$ cat src/dnsa_pkg.sv
`timescale 1ns / 1ps

package dnsa_pkg;

    // Result codes reported on the last byte of a message.
    typedef enum logic [2:0] {
        ST_FOUND       = 3'd0,
        ST_TRUNCATED   = 3'd1,
        ST_ID_MISMATCH = 3'd2,
        ST_NOT_RESP    = 3'd3,
        ST_RCODE_ERR   = 3'd4,
        ST_NO_ANSWERS  = 3'd5,
        ST_RSV_PREFIX  = 3'd6,
        ST_NO_A_RECORD = 3'd7
    } status_t;

    // One result word as it leaves the parser.
    typedef struct packed {
        status_t     status;
        logic [31:0] address;
    } result_t;

    // Fixed field lengths, in bytes.
    localparam logic [3:0] HDR_LEN       = 4'd12;
    localparam logic [3:0] Q_FIXED_LEN   = 4'd4;
    localparam logic [3:0] A_FIXED_LEN   = 4'd10;

    // Record matching: type A, class IN, four bytes of data.
    localparam logic [15:0] TYPE_A       = 16'h0001;
    localparam logic [15:0] CLASS_IN     = 16'h0001;
    localparam logic [15:0] A_DATA_LEN   = 16'h0004;

    // Top two bits of a name length byte.
    localparam logic [1:0]  PREFIX_PTR   = 2'b11;
    localparam logic [1:0]  PREFIX_LABEL = 2'b00;

endpackage

$ cat src/dnsa_parser.sv
`timescale 1ns / 1ps

module dnsa_parser #(
    parameter int MAX_MESSAGE = 512
) (
    input  logic              clk,
    input  logic              rst_n,
    input  logic              step_valid,
    input  logic [7:0]        step_byte,
    input  logic              step_last,
    input  logic [15:0]       expected_id,
    output dnsa_pkg::result_t result
);

    localparam int CW = $clog2(MAX_MESSAGE + 1);

    typedef enum logic [3:0] {
        PH_HDR     = 4'd0,
        PH_Q_LEN   = 4'd1,
        PH_Q_LABEL = 4'd2,
        PH_Q_PTR   = 4'd3,
        PH_Q_FIXED = 4'd4,
        PH_A_LEN   = 4'd5,
        PH_A_LABEL = 4'd6,
        PH_A_PTR   = 4'd7,
        PH_A_FIXED = 4'd8,
        PH_A_DATA  = 4'd9,
        PH_A_SKIP  = 4'd10
    } phase_t;

    phase_t              phase_reg, phase_next;
    logic [3:0]          fbc_reg, fbc_next;
    logic                resp_reg, resp_next;
    logic [15:0]         q_left_reg, q_left_next;
    logic [15:0]         a_left_reg, a_left_next;
    logic [5:0]          label_reg, label_next;
    logic [15:0]         rtype_reg, rtype_next;
    logic [15:0]         rclass_reg, rclass_next;
    logic [15:0]         d_left_reg, d_left_next;
    logic [31:0]         accum_reg, accum_next;
    dnsa_pkg::status_t   status_reg, status_next;
    logic                decided_reg, decided_next;
    logic [CW-1:0]       count_reg, count_next;
    logic                id_bad_reg, id_bad_next;
    logic                rcode_bad_reg, rcode_bad_next;

    logic [3:0]          k_inc;
    dnsa_pkg::status_t   res_status;

    // Next-state logic: one byte through the parser, then the end-of-message check.
    always_comb
    begin
        phase_next     = phase_reg;
        fbc_next       = fbc_reg;
        resp_next      = resp_reg;
        q_left_next    = q_left_reg;
        a_left_next    = a_left_reg;
        label_next     = label_reg;
        rtype_next     = rtype_reg;
        rclass_next    = rclass_reg;
        d_left_next    = d_left_reg;
        accum_next     = accum_reg;
        status_next    = status_reg;
        decided_next   = decided_reg;
        count_next     = count_reg;
        id_bad_next    = id_bad_reg;
        rcode_bad_next = rcode_bad_reg;
        k_inc          = fbc_reg + 4'd1;
        res_status     = dnsa_pkg::ST_TRUNCATED;

        // Bytes past the receive buffer size are dropped.
        if (step_valid && (count_reg < CW'(MAX_MESSAGE)))
        begin
            count_next = count_reg + CW'(1);
            if (!decided_reg)
            begin
                unique case (phase_reg) inside
                    PH_HDR:
                    begin
                        if (fbc_reg == 4'd0 && step_byte != expected_id[15:8])
                            id_bad_next = 1'b1;
                        if (fbc_reg == 4'd1 && step_byte != expected_id[7:0])
                            id_bad_next = 1'b1;
                        if (fbc_reg == 4'd2)
                            resp_next = step_byte[7];
                        if (fbc_reg == 4'd3)
                            rcode_bad_next = (step_byte[3:0] != 4'd0);
                        if (fbc_reg == 4'd4)
                            q_left_next = {step_byte, 8'h00};
                        if (fbc_reg == 4'd5)
                            q_left_next = {q_left_reg[15:8], step_byte};
                        if (fbc_reg == 4'd6)
                            a_left_next = {step_byte, 8'h00};
                        if (fbc_reg == 4'd7)
                            a_left_next = {a_left_reg[15:8], step_byte};
                        fbc_next = k_inc;
                        // Header complete: judge it in priority order.
                        if (k_inc == dnsa_pkg::HDR_LEN)
                        begin
                            fbc_next = 4'd0;
                            if (id_bad_reg)
                            begin
                                status_next  = dnsa_pkg::ST_ID_MISMATCH;
                                decided_next = 1'b1;
                            end
                            else if (!resp_reg)
                            begin
                                status_next  = dnsa_pkg::ST_NOT_RESP;
                                decided_next = 1'b1;
                            end
                            else if (rcode_bad_reg)
                            begin
                                status_next  = dnsa_pkg::ST_RCODE_ERR;
                                decided_next = 1'b1;
                            end
                            else if (a_left_reg == 16'd0)
                            begin
                                status_next  = dnsa_pkg::ST_NO_ANSWERS;
                                decided_next = 1'b1;
                            end
                            else if (q_left_reg != 16'd0)
                                phase_next = PH_Q_LEN;
                            else
                                phase_next = PH_A_LEN;
                        end
                    end
                    PH_Q_LEN, PH_A_LEN:
                    begin
                        // A pointer ends the name; a zero length ends it too.
                        if (step_byte[7:6] == dnsa_pkg::PREFIX_PTR)
                            phase_next = (phase_reg == PH_Q_LEN) ? PH_Q_PTR : PH_A_PTR;
                        else if (step_byte == 8'd0)
                        begin
                            phase_next = (phase_reg == PH_Q_LEN) ? PH_Q_FIXED : PH_A_FIXED;
                            fbc_next   = 4'd0;
                        end
                        else if (step_byte[7:6] != dnsa_pkg::PREFIX_LABEL)
                        begin
                            status_next  = dnsa_pkg::ST_RSV_PREFIX;
                            decided_next = 1'b1;
                        end
                        else
                        begin
                            label_next = step_byte[5:0];
                            phase_next = (phase_reg == PH_Q_LEN) ? PH_Q_LABEL : PH_A_LABEL;
                        end
                    end
                    PH_Q_LABEL, PH_A_LABEL:
                    begin
                        label_next = label_reg - 6'd1;
                        if (label_next == 6'd0)
                            phase_next = (phase_reg == PH_Q_LABEL) ? PH_Q_LEN : PH_A_LEN;
                    end
                    PH_Q_PTR, PH_A_PTR:
                    begin
                        // Second pointer byte is not followed.
                        phase_next = (phase_reg == PH_Q_PTR) ? PH_Q_FIXED : PH_A_FIXED;
                        fbc_next   = 4'd0;
                    end
                    PH_Q_FIXED:
                    begin
                        fbc_next = k_inc;
                        if (k_inc == dnsa_pkg::Q_FIXED_LEN)
                        begin
                            fbc_next    = 4'd0;
                            q_left_next = q_left_reg - 16'd1;
                            phase_next  = (q_left_next != 16'd0) ? PH_Q_LEN : PH_A_LEN;
                        end
                    end
                    PH_A_FIXED:
                    begin
                        if (fbc_reg == 4'd0)
                            rtype_next = {step_byte, 8'h00};
                        if (fbc_reg == 4'd1)
                            rtype_next = {rtype_reg[15:8], step_byte};
                        if (fbc_reg == 4'd2)
                            rclass_next = {step_byte, 8'h00};
                        if (fbc_reg == 4'd3)
                            rclass_next = {rclass_reg[15:8], step_byte};
                        if (fbc_reg == 4'd8)
                            d_left_next = {step_byte, 8'h00};
                        if (fbc_reg == 4'd9)
                            d_left_next = {d_left_reg[15:8], step_byte};
                        fbc_next = k_inc;
                        if (k_inc == dnsa_pkg::A_FIXED_LEN)
                        begin
                            fbc_next = 4'd0;
                            if (rtype_next == dnsa_pkg::TYPE_A &&
                                rclass_next == dnsa_pkg::CLASS_IN &&
                                d_left_next == dnsa_pkg::A_DATA_LEN)
                            begin
                                accum_next = 32'd0;
                                phase_next = PH_A_DATA;
                            end
                            else if (d_left_next == 16'd0)
                            begin
                                a_left_next = a_left_reg - 16'd1;
                                if (a_left_next == 16'd0)
                                begin
                                    status_next  = dnsa_pkg::ST_NO_A_RECORD;
                                    decided_next = 1'b1;
                                end
                                else
                                    phase_next = PH_A_LEN;
                            end
                            else
                                phase_next = PH_A_SKIP;
                        end
                    end
                    PH_A_DATA:
                    begin
                        accum_next  = {accum_reg[23:0], step_byte};
                        d_left_next = d_left_reg - 16'd1;
                        if (d_left_next == 16'd0)
                        begin
                            status_next  = dnsa_pkg::ST_FOUND;
                            decided_next = 1'b1;
                        end
                    end
                    PH_A_SKIP:
                    begin
                        d_left_next = d_left_reg - 16'd1;
                        if (d_left_next == 16'd0)
                        begin
                            a_left_next = a_left_reg - 16'd1;
                            if (a_left_next == 16'd0)
                            begin
                                status_next  = dnsa_pkg::ST_NO_A_RECORD;
                                decided_next = 1'b1;
                            end
                            else
                                phase_next = PH_A_LEN;
                        end
                    end
                    default:
                    begin
                    end
                endcase
            end
        end

        // End of message: report, then return to the start of a message.
        if (decided_next)
            res_status = status_next;
        if (step_valid && step_last)
        begin
            phase_next     = PH_HDR;
            fbc_next       = 4'd0;
            resp_next      = 1'b0;
            q_left_next    = 16'd0;
            a_left_next    = 16'd0;
            label_next     = 6'd0;
            rtype_next     = 16'd0;
            rclass_next    = 16'd0;
            d_left_next    = 16'd0;
            status_next    = dnsa_pkg::ST_FOUND;
            decided_next   = 1'b0;
            count_next     = '0;
            id_bad_next    = 1'b0;
            rcode_bad_next = 1'b0;
        end
    end

    assign result.status  = res_status;
    assign result.address = (res_status == dnsa_pkg::ST_FOUND) ? accum_next : 32'd0;

    // Parser state registers.
    always_ff @(posedge clk or negedge rst_n)
    begin
        if (!rst_n)
        begin
            phase_reg     <= PH_HDR;
            fbc_reg       <= 4'd0;
            resp_reg      <= 1'b0;
            q_left_reg    <= 16'd0;
            a_left_reg    <= 16'd0;
            label_reg     <= 6'd0;
            rtype_reg     <= 16'd0;
            rclass_reg    <= 16'd0;
            d_left_reg    <= 16'd0;
            accum_reg     <= 32'd0;
            status_reg    <= dnsa_pkg::ST_FOUND;
            decided_reg   <= 1'b0;
            count_reg     <= '0;
            id_bad_reg    <= 1'b0;
            rcode_bad_reg <= 1'b0;
        end
        else
        begin
            phase_reg     <= phase_next;
            fbc_reg       <= fbc_next;
            resp_reg      <= resp_next;
            q_left_reg    <= q_left_next;
            a_left_reg    <= a_left_next;
            label_reg     <= label_next;
            rtype_reg     <= rtype_next;
            rclass_reg    <= rclass_next;
            d_left_reg    <= d_left_next;
            accum_reg     <= (step_valid && step_last) ? 32'd0 : accum_next;
            status_reg    <= status_next;
            decided_reg   <= decided_next;
            count_reg     <= count_next;
            id_bad_reg    <= id_bad_next;
            rcode_bad_reg <= rcode_bad_next;
        end
    end

endmodule

$ cat src/dns_a_answer_parser.sv
`timescale 1ns / 1ps

// Channel   Direction  Word
// s_axis    in         tdata = data_byte, tlast = last_byte
// m_axis    out        tdata = status, address (one word per message)
// cfg       in         cfg_wr_data = expected_id
//
// Takes one byte per cycle while no last byte is held back; a message's result is
// loaded into the result register as its last byte leaves the input register. The
// rate is set by the parser state update between the input and result registers.
// Reset clears all parser state, the result valid flag and expected_id.
// A waiting result stalls only a following last byte in the input register;
// other bytes keep flowing.

module dns_a_answer_parser #(
    parameter int MAX_MESSAGE = 512
) (
    input  logic        clk,
    input  logic        rst_n,
    input  logic        s_axis_tvalid,
    output logic        s_axis_tready,
    input  logic [7:0]  s_axis_tdata,   // [7:0] data_byte
    input  logic        s_axis_tlast,
    output logic        m_axis_tvalid,
    input  logic        m_axis_tready,
    output logic [39:0] m_axis_tdata,   // [2:0] status, [34:3] address, [39:35] zero
    input  logic        cfg_wr_en,
    input  logic [15:0] cfg_wr_data
);

    logic              in_valid_reg;
    logic [7:0]        in_byte_reg;
    logic              in_last_reg;
    logic              in_advance;
    logic              out_load;
    logic              out_valid_reg;
    dnsa_pkg::result_t out_result_reg;
    dnsa_pkg::result_t step_result;
    logic [15:0]       expected_id_reg;

    // A word moves on unless it ends a message and a full result slot is not taken.
    assign in_advance    = in_valid_reg && (!in_last_reg || !out_valid_reg || m_axis_tready);
    assign s_axis_tready = !in_valid_reg || in_advance;
    assign out_load      = in_advance && in_last_reg;

    // Configuration register.
    always_ff @(posedge clk or negedge rst_n)
    begin
        if (!rst_n)
            expected_id_reg <= 16'd0;
        else if (cfg_wr_en)
            expected_id_reg <= cfg_wr_data;
    end

    // Input register.
    always_ff @(posedge clk or negedge rst_n)
    begin
        if (!rst_n)
            in_valid_reg <= 1'b0;
        else if (s_axis_tready)
            in_valid_reg <= s_axis_tvalid;
    end

    always_ff @(posedge clk)
    begin
        if (s_axis_tready && s_axis_tvalid)
        begin
            in_byte_reg <= s_axis_tdata;
            in_last_reg <= s_axis_tlast;
        end
    end

    dnsa_parser #(
        .MAX_MESSAGE(MAX_MESSAGE)
    ) u_parser (
        .clk        (clk),
        .rst_n      (rst_n),
        .step_valid (in_advance),
        .step_byte  (in_byte_reg),
        .step_last  (in_last_reg),
        .expected_id(expected_id_reg),
        .result     (step_result)
    );

    // Result register.
    always_ff @(posedge clk or negedge rst_n)
    begin
        if (!rst_n)
            out_valid_reg <= 1'b0;
        else if (out_load)
            out_valid_reg <= 1'b1;
        else if (m_axis_tready)
            out_valid_reg <= 1'b0;
    end

    always_ff @(posedge clk)
    begin
        if (out_load)
            out_result_reg <= step_result;
    end

    assign m_axis_tvalid = out_valid_reg;
    assign m_axis_tdata  = {5'd0, out_result_reg.address, out_result_reg.status};

`ifndef SYNTHESIS
    // A result is only loaded into a free or draining slot.
    a_no_overwrite: assert property (@(posedge clk) disable iff (!rst_n)
        out_load |-> (!out_valid_reg || m_axis_tready))
        else $error("result register overwritten");

    // A stalled input word stays in the input register unchanged.
    a_in_hold: assert property (@(posedge clk) disable iff (!rst_n)
        (in_valid_reg && !in_advance) |=> (in_valid_reg && $stable(in_byte_reg)))
        else $error("input register lost a word");

    // The address is zero unless an A record was found.
    a_addr_zero: assert property (@(posedge clk) disable iff (!rst_n)
        (m_axis_tvalid && out_result_reg.status != dnsa_pkg::ST_FOUND)
            |-> (out_result_reg.address == 32'd0))
        else $error("address set without a found record");
`endif

endmodule

$ cat config.mk
export PLATFORM = sky130hd
export DESIGN_NAME = dns_a_answer_parser
export DESIGN_NICKNAME = d
export VERILOG_FILES = /design/src/dnsa_pkg.sv /design/src/dnsa_parser.sv /design/src/dns_a_answer_parser.sv
export SDC_FILE = /design/constraint.sdc
export NUM_CORES = 1
export LEC_CHECK = 0
export ABC_AREA = 1
export BUFFER_PORTS_ARGS = -buffer_cell sky130_fd_sc_hd__buf_2
export CORE_MARGIN = 2
export CORE_UTILIZATION = 60
export DETAILED_ROUTE_END_ITERATION = 16
export PLACE_DENSITY = 0.79
export SLEW_MARGIN = 20
export SYNTH_ARGS = -nofsm -noshare
export SYNTH_HDL_FRONTEND = slang
export SYNTH_HIERARCHICAL = 1
export SYNTH_SLANG_ARGS = --single-unit
export TNS_END_PERCENT = 5
$ cat constraint.sdc
create_clock -name clk -period 4.7 [get_ports clk]
set_input_delay 0.235 -clock clk [delete_from_list [all_inputs] [get_ports clk]]
set_output_delay 0.235 -clock clk [all_outputs]
set_load 0.01 [all_outputs]
# Word-level counts from Yosys, hierarchy flattened
# Cells that the tools add are included.
[word_totals]
regBits = 205
input_bits = 30
output_inout_bits = 42
[classes]
n_addsub = 6
magnitude_cmp = 1
n_eq_ne = 51
mux = 149
reduce_logical = 56
[ops]
columns = ["operator", "count"]
rows = [
  ["$mux 16", 41],
  ["$mux 32", 5],
  ["$mux 4", 28],
  ["$mux 3", 23],
  ["$logic_not 16->1", 4],
  ["$pmux 16 s2", 2],
  ["$pmux 32 s2", 1],
  ["$pmux 16 s3", 1],
  ["$sub 16x1->16 const B", 3],
  ["$ne 3x3->1 const B", 15],
  ["$eq 4x3->1 const B", 9],
  ["$mux 6", 6],
  ["$mux 1", 35],
  ["$eq 16x1->1 const B", 2],
  ["$reduce_bool 16->1", 2],
  ["$eq 4x4->1 const B", 7],
  ["$pmux 4 s7", 1],
  ["$mux 10", 2],
  ["$pmux 4 s5", 1],
  ["$eq 16x3->1 const B", 1],
  ["$eq 4x2->1 const B", 4],
  ["$ne 8x8->1", 2],
  ["$pmux 3 s5", 1],
  ["$reduce_bool 2->1", 7],
  ["31 further kinds", 60],
]

# Longest topological paths before layout
# Gate-level depths: netlist (run 1).
[depth]
ltp_word = 16
ltp_mapped = 21
mapped_depth_nobuf = 20

# Cells and area by module
# The synthesis (run 1) kept the hierarchy.
[by_module_without_submodules]
columns = ["module", "n_inst", "cells_per_inst", "area_each_um2", "seq_area_each_um2"]
rows = [
  ["dnsa_parser", 1, 1521, 10314.9, 3578.4],
  ["dns_a_answer_parser", 1, 131, 2113.3, 1771.7],
]

# Worst setup path before layout (run 1)
# OpenSTA, ideal clock, no wires.
[synth_path]
path_type = "flip-flop to flip-flop"
from = "reg u_parser.fbc_reg[0]"
to = "reg out_result_reg (netlist bit m_axis_tdata[10]) (data pin)"
setup_time_ns = 0.265
arrival_ns = 2.377
slack_ns = 2.058
path_stages_with_launch = 22
period_less_slack_ns = 2.642
path_cell_list = "dfrtp_1 -> inv_1 -> ha_1 -> buf_2 -> nand3_2 -> nor2_2 -> nand2_1 -> nand2_1 -> nand2_1 -> nor2_1 -> nand2_1 -> inv_1 -> nand3_1 -> inv_1 -> nand2_1 -> nor2_1 -> nor2_1 -> nand3_1 -> nand2_2 -> nand2_4 -> buf_4 -> nor3_2"
[synth_between]
elab_chain_len = 16
elab_cells_between_ends = 51
classes_between = "1 x add/sub; 10 x eq/ne; 35 x mux; 5 x reduce/logical"
[synth_lines]
columns = ["item", "line_no", "source"]
rows = [
  ["from (decl)", "dnsa_parser.sv:32", "logic [3:0] fbc_reg, fbc_next;"],
  ["from (signal assigned)", "dnsa_parser.sv:291", "fbc_reg <= fbc_next;"],
  ["$eq 4x2->1 / $logic_not 4->1 (equally long branches)", "dnsa_parser.sv:176, dnsa_parser.sv:172", ""],
  ["$mux 16 (on tied branches)", "dnsa_parser.sv:176, dnsa_parser.sv:172", ""],
  ["$mux 16 (on tied branches)", "dnsa_parser.sv:178, dnsa_parser.sv:174", ""],
  ["$mux 16", "dnsa_parser.sv:77", "unique case (phase_reg) inside"],
  ["$mux 16", "dnsa_parser.sv:75", "if (!decided_reg)"],
  ["$mux 16", "dnsa_parser.sv:72", "if (step_valid && (count_reg < CW'(MAX_MESSAGE)))"],
  ["$eq 16x1->1 (on tied branches)", "dnsa_parser.sv:189, dnsa_parser.sv:188", ""],
  ["$logic_and 1x1->1", "dnsa_parser.sv:188", "if (rtype_next == dnsa_pkg::TYPE_A &&"],
  ["$logic_and 1x1->1", "dnsa_parser.sv:189", "rclass_next == dnsa_pkg::CLASS_IN &&"],
  ["$mux 3 / $mux 1 (equally long branches)", "dnsa_parser.sv:188", ""],
  ["$mux 3 / $mux 1 (equally long branches)", "dnsa_parser.sv:185", "if (k_inc == dnsa_pkg::A_FIXED_LEN)"],
  ["$pmux 3 s5 / $pmux 1 s5 (equally long branches)", "dnsa_parser.sv:77", ""],
  ["$mux 3 / $mux 1 (equally long branches)", "dnsa_parser.sv:75", ""],
  ["$mux 3 / $mux 1 (equally long branches)", "dnsa_parser.sv:72", ""],
  ["$mux 3", "dnsa_parser.sv:243", "if (decided_next)"],
  ["$logic_not 3->1", "dnsa_parser.sv:265", "assign result.address = (res_status == dnsa_pkg::ST_FOUND) ? accum_next : 32'd0;"],
  ["to (signal assigned)", "dns_a_answer_parser.sv:99", "out_result_reg <= step_result;"],
  ["to (decl)", "dns_a_answer_parser.sv:37", "dnsa_pkg::result_t out_result_reg;"],
]
# Several ways; a longest one is shown, not always the timed one. The select of a mux whose other input is x is not followed.
# A chain may end at the register's enable or synchronous reset.

# Worst setup path in the final report (run 1)
[layout_path]
from = "reg in_last_reg"
to = "reg out_result_reg (netlist bit m_axis_tdata[16]) (data pin)"
[layout_between]
elab_chain_len = 8
elab_cells_between_ends = 10
classes_between = "4 x mux; 6 x reduce/logical"
[layout_lines]
columns = ["item", "line_no", "source"]
rows = [
  ["from (decl)", "dns_a_answer_parser.sv:33", "logic in_last_reg;"],
  ["from (signal assigned)", "dns_a_answer_parser.sv:69", "in_last_reg <= s_axis_tlast;"],
  ["$logic_not 1->1 *", "dns_a_answer_parser.sv:42", "assign in_advance = in_valid_reg && (!in_last_reg || !out_valid_reg || m_axis_tready);"],
  ["$logic_or 1x1->1 * (2 in series)", "dns_a_answer_parser.sv:42", ""],
  ["$logic_and 1x1->1 *", "dns_a_answer_parser.sv:42", ""],
  ["net in_advance", "dns_a_answer_parser.sv:34", "logic in_advance;"],
  ["$logic_and 1x1->1 *", "dnsa_parser.sv:72", ""],
  ["$mux 3 / $mux 1 (equally long branches)", "dnsa_parser.sv:72", ""],
  ["$mux 3", "dnsa_parser.sv:243", ""],
  ["$logic_not 3->1", "dnsa_parser.sv:265", ""],
]
# Mark *: on every way through the listed nets, which the timed path passes. The rest lies on a longest branch.

==> results of run 1 <==
[per-stage QoR]
stage	cell area, sq um	utilization [%]	total power, uW	hold WS, ps	worst slack [ps]
after CTS	13900	68.3	7030	172	1140
after floorplan	12400	-	4650	-60.6	2060
after detailed placement	12800	63.3	5240	217	1220
final	13900	68.3	7070	206	1080
after global placement	12800	63.3	5190	222	1350
after global routing	13900	68.3	7550	244	764
[cells by family after synthesis]
logic type / after synthesis / share of synthesized area [%]
DFF: 205 / 43.0
other: 1 / 0.0302
AOI/OAI and AO/OA: 333 / 14.7
xor gates and xnor gates: 36 / 2.54
and+or+nand+nor: 799 / 29.1
buffers and inverters: 262 / 8.90
adders and majority gates: 16 / 1.61
[layout make-up]
cell class / count / area, sq um / share of cell area, %
tap: 270 / 338 / 2.44
timing repair buffer: 113 / 759 / 5.48
sequential: 205 / 5350 / 38.6
multi-input combinational: 1189 / 5990 / 43.2
inverter: 184 / 691 / 4.98
clock buffer: 35 / 651 / 4.69
clock inverter: 7 / 80.1 / 0.578
[layer usage]
layer  vias to the layer above  part of all wire [%]  global-route usage [%]
li1                       5638                     -                       -
met4                         0                   3.1                    10.6
met2                       549                    47                    53.1
met3                        90                   7.8                    4.20
met1                      5559                    42                    44.7
met5                         -                     0                       0
[cell usage after synthesis, drive strengths merged]
| cell type | instances |
|---|---|
| o22ai | 28 |
| o2111ai | 4 |
| a21oi | 68 |
| nor3b | 2 |
| nor4 | 4 |
| nand3b | 3 |
| o2bb2ai | 1 |
| o211ai | 13 |
| ha | 16 |
| a2111oi | 1 |
| a32o | 2 |
| xnor2 | 17 |
| a211oi | 2 |
| edfxtp | 44 |
| a31oi | 5 |
| inv | 178 |
| buf | 32 |
| nand2 | 361 |
| xor2 | 19 |
| o31ai | 1 |
| conb | 1 |
| nor2 | 192 |
| clkinv | 6 |
| o311ai | 2 |
| o21ai | 200 |
| nand4 | 29 |
| dfrtp | 161 |
| o32ai | 4 |
| nor3 | 51 |
| or2 | 4 |
| a31o | 1 |
| nand3 | 153 |
| a22oi | 1 |
| clkbuf | 46 |
[power breakdown]
group	leakage, uW	internal [uW]	total, uW	switching (uW)
registers	0.00257	2150	2400	245
clock network	0.000352	1020	1760	742
logic	0.00347	871	2920	2040
total	0.00639	4040	7070	3030
[layout by cell type (no fill, tap or decap), drive strengths merged, types with 28 or more instances in the layout]
cell type      n
a21oi         68
buf           85
clkbuf        35
dfrtp        161
dlygate4sd3   28
edfxtp        44
inv          179
nand2        361
nand3        153
nand4         29
nor2         192
nor3          51
o21ai        200
o22ai         28
[worst max path at each step]
stage                                      end  slack (ps)  cells past startpoint
floorplan           m_axis_tdata[10]$_DFFE_PP_        2060                     21
global placement     m_axis_tdata[3]$_DFFE_PP_        1350                     14
detailed placement  m_axis_tdata[27]$_DFFE_PP_        1220                     12
CTS                 m_axis_tdata[16]$_DFFE_PP_        1140                     12
global route        m_axis_tdata[34]$_DFFE_PP_         760                     17
finish              m_axis_tdata[16]$_DFFE_PP_        1080                     12
[worst max-delay path, cell delays in order (launching register included)]
cell and delay (ps):
edfxtp_1 450, a31oi_1 300, inv_1 70, nor2_1 230, inv_1 170, nor2_1 320, inv_1 160, nor2_1 140
nand2_1 70, buf_4 240, inv_1 710, o21ai_0 320, nor3_2 250
[timing repair]
action | 4_1_cts | 5_1_grt
buffers inserted | 0 | 0
hold endpoints to repair | 81 | 0
setup endpoints to repair | 0 | 0
hold buffers | 28 | 0
==> flow_metrics.env, run 1 <==
export IMPL_cts_repair_resized=0
export IMPL_cts_max_level=1
export IMPL_cts_made_buffers=23
export IMPL_tightest_slew_ps=939
export IMPL_drtIter0Drc=986
export IMPL_grt_pass1_vias=11300
export IMPL_antenna_found_initial=0
export IMPL_arrival_ps=3990
export IMPL_final_hold_viol_count=0
export IMPL_rsz0062_at_grt="no"
export IMPL_reg2reg_setup_slack_ps=1080
export IMPL_drt_pass1_iterations=6
export IMPL_layout_drive_gt1_share_pct=11.1
export IMPL_report_final_setup_viol=0
export IMPL_hpwl_um=22700
export IMPL_outcome="finished, final reports clean"
export IMPL_yosysSeqAreaShare_pct=43.0
export IMPL_yosysUniqueCellTypes=48
export IMPL_cts_sinks=205
export IMPL_min_delay_path_depth=2
export IMPL_syn2layout_area_growth_pct=11.5
export IMPL_p_leak_uw=0.00639
export IMPL_wl_um=35100
export IMPL_nNetsFinal=1762
export IMPL_ir_drop_uv=372
export IMPL_syn_area_sq_mm=0.0124
export IMPL_clk_path_buf_depth=3
export IMPL_port_buffers=66
export IMPL_synth_top_cell_by_area="dfrtp_1"
export IMPL_synth_seq_cells=205
export IMPL_rows=52
export IMPL_netlist_instances=1652
export IMPL_yosysWarnings=6
export IMPL_post_route_period_util_pct=77.1
export IMPL_path_class="flip-flop to flip-flop"
export IMPL_place_inst=1933
export IMPL_max_freq_mhz=276
export IMPL_place_congestion=1.00
export IMPL_antennaDiodeCount=0
export IMPL_die_w_um=148
export IMPL_cts_root_buffer="clkbuf_16"
export IMPL_ys_top_cells_by_area="dfrtp_1 32%, edfxtp_1 11%, nand2_1 11%"
export IMPL_drv_slew=0
export IMPL_ioPinCount=72
export IMPL_power_density_mw_per_mm2=510
export IMPL_die_y_um=148
export IMPL_cp_start_kind="flip-flop"
export IMPL_ant_nets=0
export IMPL_stdcell_count=2003
export IMPL_tritoncts="built"
export IMPL_fin_crit_ps=3620
export IMPL_synth_top_cell_area_share_pct=32.4
export IMPL_hold_end="expected_id_reg[15]$_DFFE_PN0P_"
export IMPL_grt_usage_pct=32.3
export IMPL_hp_class="input port to flip-flop"
export IMPL_grt_overflow=0
export IMPL_avgSynthCellArea_sq_um=7.52
export IMPL_finalClockSkew_ps=14.0
export IMPL_grt_start_max_net_pins=57
export IMPL_nFillCells=1719
export IMPL_core_area_sq_mm=0.0203
export IMPL_min_from="cfg_wr_en"
export IMPL_wl_per_cell_um=17.5
export IMPL_grt_first_pass_wirelength_um=57200
export IMPL_clkLatencyLatePin_ps=530
export IMPL_num_vias=11800
export IMPL_post_route_drc_count=0
export IMPL_initial_core_util_pct=61.2
export IMPL_critPathCaptureType="flip-flop"
export IMPL_r2r_start="in_last_reg$_DFFE_PP_"
export IMPL_crit_start="in_last_reg$_DFFE_PP_"
export IMPL_finalSetupTns_ps=0
export IMPL_worstPathRequired_ps=5060
export IMPL_path_max_fanout=33
export IMPL_path_clk_slew_ps=60
export IMPL_largest_reg_flops=35
export IMPL_r2r_end="m_axis_tdata[16]$_DFFE_PP_"
export IMPL_die_area_sq_mm=0.0219
export IMPL_slew_headroom_pct=37.4
export IMPL_ff2ff_path_depth=12
export IMPL_cap_violations=0
export IMPL_vias_per_cell=5.91
(Power assumes the default switching activity.)
==> inputs of run 2 (changes only) <==
Settings changed: ABC_AREA 1 to 0, CORE_UTILIZATION 60 to 56, PLACE_DENSITY 0.79 to 0.77.
Clock period 4.7 ns to 3.15 ns, I/O delays scaled along.
==> flow_metrics.env, run 2 <==
export IMPL_outcome="finished with violations"
export IMPL_failed_checks="setup timing"
export IMPL_ant_nets=0
export IMPL_drv_slew=0
export IMPL_hp_class="input port to flip-flop"
export IMPL_port_buffers=66
export IMPL_ir_drop_uv=574
export IMPL_ys_async_sr_fraction_pct=78.5
export IMPL_antenna_found_initial=1
export IMPL_clk_path_buf_depth=3
export IMPL_drtIter0Drc=1250
export IMPL_fin_ws_ps=-121
export IMPL_grt_pass1_vias=11600
export IMPL_ioPinCount=72
export IMPL_grt_overflow=0
export IMPL_tritoncts="built"
export IMPL_final_hold_viol_count=0
export IMPL_synth_enable_flop_cells=44
export IMPL_post_route_period_util_pct=104
export IMPL_vias_per_cell=6.63
export IMPL_grt_usage_pct=33.4
export IMPL_avgSynthCellArea_sq_um=9.33
export IMPL_post_route_drc_count=0
export IMPL_mostFrequentLayoutCell="buf_4"
export IMPL_report_final_setup_viol=43
export IMPL_num_vias=12200
export IMPL_initial_core_util_pct=57.2
export IMPL_synth_top_cell_by_area="dfrtp_1"
export IMPL_path_class="flip-flop to flip-flop"
export IMPL_core_area_sq_mm=0.0219
export IMPL_rows=54
export IMPL_yosysWarnings=6
export IMPL_finalClockSkew_ps=17.6
export IMPL_reg2reg_setup_slack_ps=-120
export IMPL_synth_top_cell_area_share_pct=32.2
export IMPL_netlist_instances=1341
export IMPL_synthFlopType="dfrtp_1"
export IMPL_largest_reg_flops=35
export IMPL_die_w_um=153
export IMPL_seqCellArea_sq_mm=0.00535
export IMPL_tightest_slew_ps=800
export IMPL_synthTopCellsByCount="161 x dfrtp_1, 143 x nor2_1, 93 x clkbuf_1"
export IMPL_drt_pass1_iterations=6
export IMPL_path_clk_slew_ps=60
export IMPL_fin_crit_ps=3270
export IMPL_path_max_fanout=8
export IMPL_min_from="cfg_wr_en"
export IMPL_r2r_start="u_parser/d_left_reg[1]$_DFFE_PN0P_"
export IMPL_yosysSeqAreaShare_pct=42.8
export IMPL_grt_first_pass_wirelength_um=63600
export IMPL_crit_start="u_parser/d_left_reg[1]$_DFFE_PN0P_"
export IMPL_slew_headroom_pct=46.5
export IMPL_syn_area_sq_mm=0.0125
export IMPL_syn2layout_area_growth_pct=26.9
export IMPL_clkLatencyLatePin_ps=530
export IMPL_r2r_end="m_axis_tdata[24]$_DFFE_PP_"
export IMPL_rsz0062_at_grt="yes"
export IMPL_max_freq_mhz=306
export IMPL_p_leak_uw=0.00661
export IMPL_place_inst=1753
export IMPL_yosysUniqueCellTypes=95
export IMPL_wl_um=41200
export IMPL_multi_input_area_sq_mm=0.00696
export IMPL_cp_start_kind="flip-flop"
export IMPL_nNetsFinal=1588
export IMPL_critPathCaptureType="flip-flop"
export IMPL_mostFrequentLayoutCells="182 x buf_4, 161 x dfrtp_1, 141 x nor2_1, 88 x nand2_1, 82 x o21ai_0"
export IMPL_cts_made_buffers=24
export IMPL_power_density_mw_per_mm2=687
export IMPL_ff2ff_path_depth=11
export IMPL_crit_end="m_axis_tdata[24]$_DFFE_PP_"
export IMPL_yosysMostFrequentCell="dfrtp_1"
export IMPL_layout_drive_gt1_share_pct=29.2
export IMPL_cts_max_level=1
export IMPL_placedInstanceArea_sq_mm=0.0142
export IMPL_synth_seq_cells=205
export IMPL_cap_violations=0
export IMPL_hpwl_um=25500
export IMPL_ys_top_cells_by_area="dfrtp_1 32%, edfxtp_1 11%, a22o_1 4.3%"
export IMPL_wl_per_cell_um=22.4
export IMPL_stdcell_count=1841
export IMPL_cts_sinks=205
export IMPL_arrival_ps=3600
export IMPL_worstPathRequired_ps=3480
export IMPL_die_area_sq_mm=0.0236
export IMPL_design_area_sq_mm=0.0159
export IMPL_place_congestion=1.01
export IMPL_die_y_um=153
export IMPL_grt_start_max_net_pins=84
export IMPL_nFillCells=1507
export IMPL_cts_root_buffer="clkbuf_16"
## run 2: changes by cell type in the layout (fill, tap and decap cells not counted), moves of 18 or more
| cell | before | now |
|---|---|---|
| a22o_1 | 0 | 62 |
| a31oi_1 | 5 | 38 |
| a31oi_2 | 0 | 18 |
| buf_4 | 19 | 182 |
| inv_1 | 169 | 28 |
| nand2_1 | 351 | 88 |
| nand2b_1 | 0 | 19 |
| nand3_1 | 148 | 19 |
| nor2_1 | 183 | 141 |
| nor3_1 | 21 | 52 |
| nor3_2 | 30 | 3 |
| nor4_2 | 1 | 29 |
| o21ai_0 | 173 | 82 |
| o21ai_1 | 21 | 3 |
## run 2: per-stage QoR
| step | total power, uW | setup slack [ps] | setup TNS [ps] | utilization [%] | hold slack [ps] |
|---|---|---|---|---|---|
| after floorplan | 6110 | -200 | -7190 | - | -138 |
| after global placement | 7500 | -107 | -2930 | 64.6 | 254 |
| after detailed placement | 7590 | -189 | -6870 | 64.6 | 254 |
| after CTS | 10600 | -42.9 | -522 | 71.0 | 157 |
| after global routing | 11500 | -235 | -9370 | 72.5 | 202 |
| final | 10900 | -121 | -2470 | 72.5 | 176 |
## run 2: final cells by class
cell class | instances | share of cell area [%]
clock inverters | 10 | 0.717
multi-input cells | 988 | 43.8
clock buffers | 34 | 4.40
inverters | 30 | 0.725
repair buffers | 293 | 14.4
flip-flops and latches | 205 | 33.7
diodes | 1 | 0.0158
well taps | 280 | 2.21
## run 2: metal layers
metal	routed length (um)	global-route usage [%]
met5	0	0
met1	15900	45.4
met3	3910	5.36
met4	1830	12.6
met2	19600	54.1
## run 2: what timing repair did
action                     in CTS  in global routing
setup endpoints to repair      73                 85
cloned                          2                  2
hold endpoints to repair      108                  0
resized for setup              37                 43
buffers inserted                7                  2
pin swaps                      17                  7
hold buffers                   29                  0
## run 2: worst max-delay path: stages, from the launching register on
cell and delay (ps):
dfrtp_1 390, inv_2 80, ha_4 130, or4b_4 460, or3_4 370, o31ai_4 190
nor4b_4 300, a21oi_2 140, or3_4 350, a21o_4 300, buf_12 170, nor4_4 190
## run 2: how the worst min path moves through the flow
stage                                                     to  slack, ps  cells after the start
final                         expected_id_reg[1]$_DFFE_PN0P_        180                      2
after CTS                     expected_id_reg[1]$_DFFE_PN0P_        160                      2
after global placement    u_parser/q_left_reg[4]$_DFFE_PN0P_        250                      1
after floorplan               expected_id_reg[0]$_DFFE_PN0P_       -140                      0
after global routing          expected_id_reg[1]$_DFFE_PN0P_        200                      2
after detailed placement  u_parser/q_left_reg[4]$_DFFE_PN0P_        250                      1
## run 2: cells by family after synthesis
family,Yosys count,share of synthesized area [%]
other,1,0.0300
buffers and inverters,152,5.59
AND/OR/NAND/NOR,508,23.0
adder cells (fa/ha/maj),16,1.60
XOR/XNOR,35,2.45
AO/OA/AOI/OAI,401,22.2
flip-flops,205,42.8
multiplexers,23,2.35
## run 2: power breakdown
group          total, uW  switching, uW  internal (uW)  leakage (uW)
Combinational       4710           2670           2040       0.00363
Clock               2860           1150           1710      0.000389
Sequential          3340            336           3010       0.00259
Total              10900           4160           6760       0.00661
